File: src/design/pad_button_remapper_top_defines.svh
// assertion macros for the pad button remapper
// used by pad_button_remapper_top only
`ifndef PAD_BUTTON_REMAPPER_TOP_DEFINES_SVH
`define PAD_BUTTON_REMAPPER_TOP_DEFINES_SVH

// same-cycle implication, reset gated
`define PBR_ASSERT_NOW(label, clk, rst_n, ante, cons) \
	label: assert property (@(posedge clk) disable iff (!rst_n) (ante) |-> (cons)) \
		else $error("pad button remapper check failed");

// next-cycle implication, reset gated
`define PBR_ASSERT_NEXT(label, clk, rst_n, ante, cons) \
	label: assert property (@(posedge clk) disable iff (!rst_n) (ante) |=> (cons)) \
		else $error("pad button remapper check failed");

`endif

File: src/design/pbr_pkg.sv
// shared types, button codes and helpers for the pad button remapper
// no dependencies
package pbr_pkg;

	localparam int PORT_COUNT = 4;
	localparam int PORT_W     = (PORT_COUNT > 1) ? $clog2(PORT_COUNT) : 1;

	typedef logic [PORT_W-1:0] port_idx_t;

	localparam logic [15:0] BTN_Z = 16'h0010;
	localparam logic [15:0] BTN_R = 16'h0020;
	localparam logic [15:0] BTN_L = 16'h0040;
	localparam logic [15:0] BTN_X = 16'h0400;
	localparam logic [15:0] BTN_Y = 16'h0800;
	localparam logic [15:0] FACE_PAIR    = BTN_X | BTN_Y;
	localparam logic [15:0] SHOULDER_SET = BTN_L | BTN_R | BTN_Z;

	// configuration register indexes
	localparam int CFG_IDX_W = 1;
	localparam logic [CFG_IDX_W-1:0] CFG_DEADZONE   = 1'd0;
	localparam logic [CFG_IDX_W-1:0] CFG_HOLD_POLLS = 1'd1;

	localparam logic [7:0] DEADZONE_RST   = 8'd0;
	localparam logic [7:0] HOLD_POLLS_RST = 8'd60;

	typedef struct packed {
		logic [7:0] deadzone;
		logic [7:0] hold_polls;
	} cfg_t;

	typedef struct packed {
		logic        in_setup;
		logic        unplugged;
		logic [7:0]  trigger_r;
		logic [7:0]  trigger_l;
		logic [15:0] buttons;
		logic [1:0]  port;
	} item_t;

	typedef struct packed {
		logic        remap_active;
		logic        rumble_pulse;
		logic [7:0]  trigger_r;
		logic [7:0]  trigger_l;
		logic [15:0] buttons;
	} result_t;

	typedef struct packed {
		logic [15:0] mask;
		logic [7:0]  count;
	} port_state_t;

	function automatic logic single_bit(input logic [15:0] v);
		return (v != 16'd0) && ((v & (v - 16'd1)) == 16'd0);
	endfunction

endpackage

File: src/design/pbr_cfg.sv
// configuration registers: trigger deadzone and hold poll count
// depends on pbr_pkg
module pbr_cfg (
	input  logic                           clk,
	input  logic                           arst_n,
	input  logic                           cfg_wen,
	input  logic [pbr_pkg::CFG_IDX_W-1:0]  cfg_index,
	input  logic [7:0]                     cfg_data,
	output pbr_pkg::cfg_t                  cfg
);

	pbr_pkg::cfg_t cfg_q;

	always_ff @(posedge clk or negedge arst_n) begin
		if (!arst_n) begin
			cfg_q.deadzone   <= pbr_pkg::DEADZONE_RST;
			cfg_q.hold_polls <= pbr_pkg::HOLD_POLLS_RST;
		end else if (cfg_wen) begin
			case (cfg_index)
				pbr_pkg::CFG_DEADZONE:   cfg_q.deadzone   <= cfg_data;
				pbr_pkg::CFG_HOLD_POLLS: cfg_q.hold_polls <= cfg_data;
				default: ;
			endcase
		end
	end

	assign cfg = cfg_q;

endmodule

File: src/design/pbr_state.sv
// per-port remap mask and hold counter storage, one read and one write port
// depends on pbr_pkg
module pbr_state (
	input  logic                  clk,
	input  logic                  arst_n,
	input  pbr_pkg::port_idx_t    rd_port,
	output pbr_pkg::port_state_t  rd_state,
	input  logic                  wr_en,
	input  pbr_pkg::port_idx_t    wr_port,
	input  pbr_pkg::port_state_t  wr_state
);

	pbr_pkg::port_state_t state_q [pbr_pkg::PORT_COUNT];

	always_ff @(posedge clk or negedge arst_n) begin
		if (!arst_n) begin
			for (int i = 0; i < pbr_pkg::PORT_COUNT; i++) begin
				state_q[i] <= '0;
			end
		end else if (wr_en) begin
			state_q[wr_port] <= wr_state;
		end
	end

	assign rd_state = state_q[rd_port];

endmodule

File: src/design/pbr_remap.sv
// one poll through the remap: setup hold detection, button swap, trigger handling
// depends on pbr_pkg
module pbr_remap (
	input  pbr_pkg::item_t        item,
	input  pbr_pkg::cfg_t         cfg,
	input  pbr_pkg::port_state_t  cur,
	output logic                  in_range,
	output pbr_pkg::port_state_t  nxt,
	output pbr_pkg::result_t      res
);

	logic [15:0] face;
	logic [15:0] shoulder;
	logic [7:0]  cnt_inc;
	logic [15:0] mask;
	logic [15:0] fm;
	logic [15:0] sm;
	logic [15:0] seen;
	logic [7:0]  tl;
	logic [7:0]  tr;
	logic        rumble;

	assign face     = item.buttons & pbr_pkg::FACE_PAIR;
	assign shoulder = item.buttons & pbr_pkg::SHOULDER_SET;
	assign cnt_inc  = cur.count + 8'd1;
	assign in_range = (32'(item.port) < pbr_pkg::PORT_COUNT);

	always_comb begin
		nxt    = cur;
		rumble = 1'b0;
		if (item.unplugged) begin
			nxt = '0;
		end else if (item.in_setup && (cur.mask == 16'd0)) begin
			if (!pbr_pkg::single_bit(face) || !pbr_pkg::single_bit(shoulder)) begin
				nxt.count = 8'd0;
			end else if (cnt_inc >= cfg.hold_polls) begin
				nxt.count = 8'd0;
				nxt.mask  = face | shoulder;
				rumble    = 1'b1;
			end else begin
				nxt.count = cnt_inc;
			end
		end
	end

	assign mask = nxt.mask;
	assign fm   = mask & pbr_pkg::FACE_PAIR;
	assign sm   = mask & pbr_pkg::SHOULDER_SET;

	// l wins over r for analog handling
	always_comb begin
		seen = item.buttons;
		tl   = item.trigger_l;
		tr   = item.trigger_r;
		if ((sm & pbr_pkg::BTN_L) != 16'd0) begin
			if (item.trigger_l > cfg.deadzone) begin
				seen = seen | pbr_pkg::BTN_L;
			end
			tl = 8'd0;
		end else if ((sm & pbr_pkg::BTN_R) != 16'd0) begin
			if (item.trigger_r > cfg.deadzone) begin
				seen = seen | pbr_pkg::BTN_R;
			end
			tr = 8'd0;
		end
	end

	always_comb begin
		res.buttons      = item.buttons;
		res.trigger_l    = item.trigger_l;
		res.trigger_r    = item.trigger_r;
		res.rumble_pulse = 1'b0;
		res.remap_active = 1'b0;
		if (in_range && !item.unplugged) begin
			res.rumble_pulse = rumble;
			if (mask != 16'd0) begin
				res.buttons = (item.buttons & ~mask)
					| (((seen & fm) != 16'd0) ? sm : 16'd0)
					| (((seen & sm) != 16'd0) ? fm : 16'd0);
				res.trigger_l    = tl;
				res.trigger_r    = tr;
				res.remap_active = 1'b1;
			end
		end
	end

endmodule

File: src/design/pad_button_remapper_top.sv
// pad button remapper top level: input register, remap logic, result register
// depends on pbr_pkg, pbr_cfg, pbr_state, pbr_remap and the defines header
//
// usage
//   slave channel s_*: one controller poll per item. s_tdata holds port, buttons,
//   left and right trigger levels; s_tuser holds the unplugged and in-setup flags.
//   master channel m_*: one result per poll, in order: buttons after the swap,
//   both trigger levels, and in m_tuser the rumble pulse and remap-active flags.
//   cfg_wen/cfg_index/cfg_data write the deadzone (index 0) and hold count
//   (index 1); write only while no poll is in flight.
//   a poll accepted into the input register passes the remap logic into the result
//   register, which drives m_*.
//   throughput: one item per cycle while the result register is free to advance;
//   a port's mask and hold counter are read and written back in the same cycle,
//   so polls to the same port may follow back to back.
//   reset clears all port masks and counters, the deadzone to 0 and the hold
//   count to 60; both channels come out empty.
//   when m_tready is low the result register holds its item, the input
//   register can still take one more item, then s_tready drops.
`include "pad_button_remapper_top_defines.svh"

module pad_button_remapper_top (
	input  logic        clk,
	input  logic        arst_n,
	input  logic        s_tvalid,
	output logic        s_tready,
	input  logic [39:0] s_tdata,   // port[1:0], buttons_in[17:2], trigger_l_in[25:18],
	                               // trigger_r_in[33:26], zero[39:34]
	input  logic [1:0]  s_tuser,   // unplugged[0], in_setup[1]
	output logic        m_tvalid,
	input  logic        m_tready,
	output logic [31:0] m_tdata,   // buttons_out[15:0], trigger_l_out[23:16],
	                               // trigger_r_out[31:24]
	output logic [1:0]  m_tuser,   // rumble_pulse[0], remap_active[1]
	input  logic                           cfg_wen,
	input  logic [pbr_pkg::CFG_IDX_W-1:0]  cfg_index,
	input  logic [7:0]                     cfg_data
);

	pbr_pkg::cfg_t         cfg;
	pbr_pkg::item_t        item_s1;
	logic                  valid_s1;
	pbr_pkg::result_t      res_s2;
	logic                  valid_s2;
	pbr_pkg::port_state_t  cur_state;
	pbr_pkg::port_state_t  nxt_state;
	pbr_pkg::result_t      res;
	pbr_pkg::port_idx_t    port_idx;
	logic                  in_range;
	logic                  out_free;
	logic                  adv_s1;
	logic                  in_accept;

	assign out_free  = !valid_s2 || m_tready;
	assign adv_s1    = valid_s1 && out_free;
	assign s_tready  = !valid_s1 || out_free;
	assign in_accept = s_tvalid && s_tready;
	assign port_idx  = pbr_pkg::port_idx_t'(item_s1.port);

	pbr_cfg u_cfg (
		.clk       (clk),
		.arst_n    (arst_n),
		.cfg_wen   (cfg_wen),
		.cfg_index (cfg_index),
		.cfg_data  (cfg_data),
		.cfg       (cfg)
	);

	pbr_state u_state (
		.clk      (clk),
		.arst_n   (arst_n),
		.rd_port  (port_idx),
		.rd_state (cur_state),
		.wr_en    (adv_s1 && in_range),
		.wr_port  (port_idx),
		.wr_state (nxt_state)
	);

	pbr_remap u_remap (
		.item     (item_s1),
		.cfg      (cfg),
		.cur      (cur_state),
		.in_range (in_range),
		.nxt      (nxt_state),
		.res      (res)
	);

	always_ff @(posedge clk or negedge arst_n) begin
		if (!arst_n) begin
			valid_s1 <= 1'b0;
			valid_s2 <= 1'b0;
		end else begin
			if (in_accept) begin
				valid_s1 <= 1'b1;
			end else if (adv_s1) begin
				valid_s1 <= 1'b0;
			end
			if (adv_s1) begin
				valid_s2 <= 1'b1;
			end else if (m_tready) begin
				valid_s2 <= 1'b0;
			end
		end
	end

	always_ff @(posedge clk) begin
		if (in_accept) begin
			item_s1.port      <= s_tdata[1:0];
			item_s1.buttons   <= s_tdata[17:2];
			item_s1.trigger_l <= s_tdata[25:18];
			item_s1.trigger_r <= s_tdata[33:26];
			item_s1.unplugged <= s_tuser[0];
			item_s1.in_setup  <= s_tuser[1];
		end
		if (adv_s1) begin
			res_s2 <= res;
		end
	end

	assign m_tvalid = valid_s2;
	assign m_tdata  = {res_s2.trigger_r, res_s2.trigger_l, res_s2.buttons};
	assign m_tuser  = {res_s2.remap_active, res_s2.rumble_pulse};

	// a newly stored remap is always active on the same poll
	`PBR_ASSERT_NOW(a_rumble_active, clk, arst_n, m_tvalid && m_tuser[0], m_tuser[1])
	// an unplugged poll never reports a remap
	`PBR_ASSERT_NEXT(a_unplug_clear, clk, arst_n, adv_s1 && item_s1.unplugged, m_tuser == 2'b00)
	// every processed item lands in the result register
	`PBR_ASSERT_NEXT(a_adv_lands, clk, arst_n, adv_s1, m_tvalid)

endmodule

File: config.mk
export PLATFORM = sky130hd
export DESIGN_NAME = pad_button_remapper_top
export DESIGN_NICKNAME = d
export VERILOG_FILES = /design/src/design/pbr_pkg.sv /design/src/design/pbr_cfg.sv /design/src/design/pbr_state.sv /design/src/design/pbr_remap.sv /design/src/design/pad_button_remapper_top.sv
export VERILOG_INCLUDE_DIRS = /design/src /design/src/design
export SDC_FILE = /design/constraint.sdc
export NUM_CORES = 1
export LEC_CHECK = 0
export ABC_AREA = 1
export BUFFER_PORTS_ARGS = -buffer_cell sky130_fd_sc_hd__buf_2
export CORE_ASPECT_RATIO = 0.6
export CORE_UTILIZATION = 60
export CTS_CLUSTER_DIAMETER = 50
export DETAILED_ROUTE_END_ITERATION = 8
export HOLD_SLACK_MARGIN = 0.05
export PLACE_DENSITY = 0.8
export REMOVE_ABC_BUFFERS = 1
export SYNTH_ARGS = -nofsm -noshare
export SYNTH_HDL_FRONTEND = slang
export SYNTH_SLANG_ARGS = --single-unit
File: constraint.sdc
create_clock -name clk -period 8.15 [get_ports clk]
set_clock_uncertainty 0.05 [all_clocks]
set_input_delay 0.4075 -clock clk [delete_from_list [all_inputs] [get_ports clk]]
set_output_delay 0.4075 -clock clk [all_outputs]
set_load 0.1 [all_outputs]
# Yosys cells after proc, flatten, opt, wreduce, memory -nomap -nowiden
# Cells that the tools add are included.
totals:
  reg_bits: 184
  input_bits: 56
  output_inout_bits: 36
  elab_cells: 98
op_classes:
  add_sub_neg: 3
  n_lt_le_gt_ge: 5
  muxes: 29
  bitwise_logic: 12
  n_reduce_logical: 26
op_table:
  columns: ["operator", "count"]
  rows:
  - ["two-way mux 24 bit", 5]
  - ["bitwise mux 96 bit", 1]
  - ["nonzero test 16 bit", 5]
  - ["two-way mux 32 bit", 2]
  - ["binary-select mux 24 bit (select 2 bit)", 1]
  - ["demux 24 bit (select 2 bit)", 1]
  - ["zero test 16 bit", 3]
  - ["two-way mux 8 bit", 5]
  - ["two-way mux 16 bit", 2]
  - ["bitwise OR 16 bit", 2]
  - ["two-way mux 7 bit", 3]
  - ["bitwise AND 12 x 16 -> 16 bit", 1]
  - ["bitwise AND 16 x 12 -> 16 bit", 1]
  - ["bitwise AND 16 bit", 1]
  - ["bitwise AND 16 x 7 -> 16 bit", 1]
  - ["bitwise AND 7 x 16 -> 16 bit", 1]
  - ["> comparator 8 bit", 2]
  - ["NOT 16 bit", 1]
  - ["subtractor 12 x 1 -> 13 bit (second input constant)", 1]
  - ["two-way mux 12 bit", 1]
  - ["two-way mux 6 bit", 2]
  - ["bitwise OR 12 x 7 -> 12 bit", 1]
  - ["adder 8 x 1 -> 8 bit (second input constant)", 1]
  - ["greater-or-equal comparator 8 bit", 1]
  - ["12 further kinds", 30]

# Depth between registers and ports, before layout
depth:
  word_depth: 19
  ltp_mapped: 28
  depth_no_buf: 26

# Cells and area by module
# A second synthesis with hierarchy kept.
unflattened:
  hier_cells: 1165
  area_unflattened_um2: 9530.4
modules_own_cells:
  columns: ["module", "n_inst", "cells_per_inst", "area_each_um2", "seq_area_each_um2"]
  rows:
  - ["pbr_state", 1, 703, 5021.1, 2402.3]
  - ["pad_button_remapper_top", 1, 84, 2210.9, 2152.1]
  - ["pbr_remap", 1, 308, 1630.3, 0.0]
  - ["pbr_cfg", 1, 70, 668.1, 405.4]

# Worst setup path before layout
# OpenSTA, ideal clock, no wires.
synth_timing:
  path_kind: "register to register"
  from: "reg item_s1 (netlist bit port_idx[1])"
  to: "reg res_s2 (netlist bit m_tdata[24]) (data pin)"
  setup_ns: 0.257
  arrival_time_ns: 3.455
  t_required_ns: 7.843
  slack_ns: 4.389
  path_stages_with_launch: 26
  n_path_buf: 2
  synth_period_minus_slack_ns: 3.761
  cell_sequence: "edfxtp_1 > buf_4 > nor2_2 > buf_6 > nand2_1 > nand2_1 > a221oi_1 > inv_1 > ha_1 > nand2_1 > nor2_1 > nand3_1 > nand2_1 > and2_1 > ha_1 > nand2_1 > nor2_1 > nand2_1 > a21oi_1 > nand3_2 > nand2_1 > nand2_1 > nor2_4 > inv_2 > nor2_4 > nor2_1"
synth_lines:
  columns: ["item", "line_no", "rtl"]
  rows:
  - ["from (decl)", "pad_button_remapper_top.sv:41", "pbr_pkg::item_t item_s1;"]
  - ["to (signal assigned)", "pad_button_remapper_top.sv:116", "res_s2 <= res;"]
  - ["to (decl)", "pad_button_remapper_top.sv:43", "pbr_pkg::result_t res_s2;"]

==> run_results.csv <==
group,metric,value,unit
sta,tightestPinTransition,0.994,ns
global_routing,grt_first_pass_wirelength,33000,µm
global_routing,grt_max_degree,74,
sta,finalMaxSlewViolations,0,
synth,ys_seq_elements,184,
die,core_area,13800,µm²
cts,cts_max_level,4,
routing,wl_per_cell,16.0,µm
worst_setup_path,arrival,5.19,ns
pwr,total_power,2.53,mW
worst_setup_path,crit_path_end_kind,"flop",
sta,fmax,197,MHz
cts,cts_sinks,184,
cts,cts.reportedPaths.clkPinSlew,0.08,ns
run,drv_cap,0,
sta,slew_headroom,33.5,%
worst_setup_path,startpoint,"port_idx[1]$_DFFE_PP_",
sta,setup_tns,0,ns
layout,nets,1144,
placed_design,dp_worst_setup_slack,3.21,ns
routing,viasPerCell,5.48,
worst_setup_path,r2r_end,"m_tdata[27]$_DFFE_PP_",
placed_design,port_buffers,85,
synth,synth_top_area_share,31.9,%
routing,first_pass_iters,6,
die,die_width,157,µm
worst_setup_path,worstPathMaxFanout,22,
pwr,power.density,258,nW/µm²
global_routing,grt_use_total,29.9,%
routing,route.detailed.drc,0,
global_routing,grt_remaining_overflow,0,
min_path,worstHoldPathType,"input pin to flop",
min_path,min_from,"s_tdata[4]",
pwr,leakage,4.82,nW
run_status,status,"complete, no violations",
placed_design,dp_hpwl,13800,µm
synth,syn_avg_cell_area,8.79,µm²
routing,ant_nets,0,
worst_setup_path,path_class,"flop to flop",
sta,min_period,5.07,ns
routing,num_vias,6952,
min_path,holdPathStages,1,
worst_setup_path,cp-start-kind,"flop",
synth,synthDistinctLibCells,39,
synth,synth_cells,981,
global_routing,antenna_found_initial,0,
cts,cts_made_buffers,17,
routing,routed_wl,20300,µm
die,ioPinCount,92,
pwr,vdd_drop_max,0.165,mV
die,die_area,14900,µm²
synth,synth.area.top_cells,"dfrtp_1 32%, edfxtp_1 24%, nand2_1 13%",
placed_design,place.gp.congestion,0.902,
worst_setup_path,reg2reg_depth,24,
cts,clk_path_buf_depth,2,
die,die_h,94.8,µm
cts,ctsResizeCount,0,
die,rows,33,
sta,rsz0062_at_grt,"no",
synth,ys_seq_area_share,57.5,%
sta,setup_viol,0,
cts,cts-root-buf,"clkbuf_16",
cts,cts_tree,"built",
synth,synth_top_area_cell,"dfrtp_1",
layout,drive_gt1_share,14.3,%
worst_setup_path,r2r-start,"port_idx[1]$_DFFE_PP_",
die,start_util,62.3,%
layout,syn2layout_area_growth,13.7,%
routing,drtIter0Drc,791,
worst_setup_path,worst_ep_required_time,8.28,ns
min_path,holdPathEnd,"item_s1[4]$_DFFE_PP_",
sta,fin_crit_sh,62.2,%
layout,antenna_cells,0,
worst_setup_path,reg2reg_slack,3.08,ns
sta,hold_violations,0,
synth,ys_warn_count,0,
sta,fin_ws,3.08,ns
global_routing,first_global_vias,6521,
synth,syn_area,8620,µm²
cts,clock_latency,0.44,ns
[report_power, final]
group	leakage, nW	switching [mW]	internal (mW)
sequential	2.21	0.0530	1.08
clock	0.280	0.396	0.410
combinational	2.33	0.447	0.140
[worst max-delay path, stage by stage (launching register included)]
cell and delay (ns):
edfxtp_1 0.36, buf_4 0.23, inv_2 0.25, nor2_1 0.13, buf_4 0.21, a221oi_1 0.53
inv_1 0.22, ha_1 0.26, nand2_1 0.08, nor2_1 0.08, nand3_1 0.09, nand2_1 0.06
and2_1 0.15, ha_1 0.27, nand2_1 0.06, nor2_1 0.10, nand2_1 0.09, a21oi_1 0.46
nand3_2 0.31, nand2_1 0.13, nand2_1 0.09, nor2_4 0.18, inv_2 0.10, nor2_4 0.21
nor2_1 0.07
[layer usage]
| metal | track usage (%) | part of all wire [%] | routed length [µm] | vias up |
|---|---|---|---|---|
| li1 | - | - | - | 3360 |
| met1 | 44.1 | 46 | 9410 | 3240 |
| met2 | 43.6 | 42 | 8600 | 328 |
| met3 | 7.21 | 10 | 2050 | 24 |
| met4 | 9.56 | 1.1 | 227 | 0 |
| met5 | 0 | 0 | 0 | - |
[cell type report]
class / instances / area [µm²]
Inverter: 115 / 432
Clock buffer: 18 / 429
Multi-Input combinational cell: 648 / 3070
Fill cell: 1068 / 4040
Sequential cell: 184 / 4960
Clock inverter: 14 / 146
Timing Repair Buffer: 97 / 520
Tap cell: 192 / 240
[sequential cells by signal, summed over array words and instances (netlist names)]
signal	flops
m_tuser	2
item_s1	34
port_idx	2
valid_s1	1
m_tvalid	1
m_tdata	32
u_state.state_q	96
u_cfg.cfg	16
[kinds of logic (layout without fill, tap and decap cells)]
logic type	Yosys count	count (layout)	share of synthesized area, %
DFF	184	184	57.5
xor gates and xnor gates	2	2	0.203
AOI/OAI and AO/OA	140	140	8.71
and+or+nand+nor	481	481	23.1
buffers and inverters	149	244	6.84
adders and majority gates	25	25	3.63
[synth_stat cells, drive strengths merged]
library cell	number
a211oi	1
a21oi	16
a221oi	1
a22o	2
a22oi	4
and2	2
buf	14
clkbuf	20
dfrtp	110
dfstp	4
edfxtp	70
ha	25
inv	115
nand2	306
nand3	51
nand3b	2
nand4	18
nor2	94
nor3	7
nor4	1
o211ai	4
o21a	1
o21ai	107
o221ai	1
o22ai	2
o31ai	1
xnor2	1
xor2	1
[per-stage QoR]
| step | cells | utilization (%) | hold WS (ns) | cell area, µm² |
|---|---|---|---|---|
| final | 1268 | 70.8 | 0.0885 | 9800 |
| after global routing | 1268 | 70.8 | 0.0752 | 9800 |
| after CTS | 1268 | 70.8 | 0.0844 | 9800 |
| after detailed placement | 1235 | 66.6 | 0.369 | 9210 |
| after global placement | 1235 | 66.6 | 0.364 | 9210 |
| after floorplan | 947 | - | 0.0619 | 8460 |
[cell usage in the layout, fill, tap and decap left out, types with 2 or more instances in the layout]
| master | n |
|---|---|
| nand3_2 | 2 |
| inv_8 | 4 |
| a22oi_1 | 4 |
| inv_1 | 106 |
| o21ai_0 | 84 |
| nor3_1 | 6 |
| o22ai_1 | 2 |
| o211ai_1 | 3 |
| nor2_1 | 86 |
| inv_6 | 5 |
| buf_2 | 84 |
| ha_1 | 25 |
| nand4_1 | 18 |
| a22o_1 | 2 |
| nand3b_1 | 2 |
| buf_4 | 12 |
| inv_2 | 9 |
| clkbuf_16 | 17 |
| edfxtp_1 | 70 |
| a21oi_1 | 16 |
| nand2_2 | 2 |
| nand2_1 | 304 |
| nor2_2 | 6 |
| dfrtp_1 | 110 |
| nor2_4 | 2 |
| clkinv_4 | 2 |
| o21ai_1 | 23 |
| nand3_1 | 49 |
| and2_1 | 2 |
| clkinv_8 | 2 |
| dfstp_2 | 4 |
[repair_timing]
item / 4_1_cts / 5_1_grt
buffers inserted: 0 / 0
hold endpoints to repair: 39 / 0
hold buffers: 1 / 0
[worst max path at each step]
| stage | slack, ns | end | cells past startpoint |
|---|---|---|---|
| 2_1_floorplan | 3.87 | m_tdata[24]$_DFFE_PP_ | 22 |
| 3_3_place_gp | 3.25 | m_tdata[31]$_DFFE_PP_ | 24 |
| 3_5_place_dp | 3.21 | m_tdata[31]$_DFFE_PP_ | 24 |
| 4_1_cts | 3.18 | m_tdata[27]$_DFFE_PP_ | 24 |
| 5_1_grt | 2.76 | m_tdata[26]$_DFFE_PP_ | 24 |
| 6_report | 3.08 | m_tdata[27]$_DFFE_PP_ | 24 |
(Power assumes the default switching activity.)
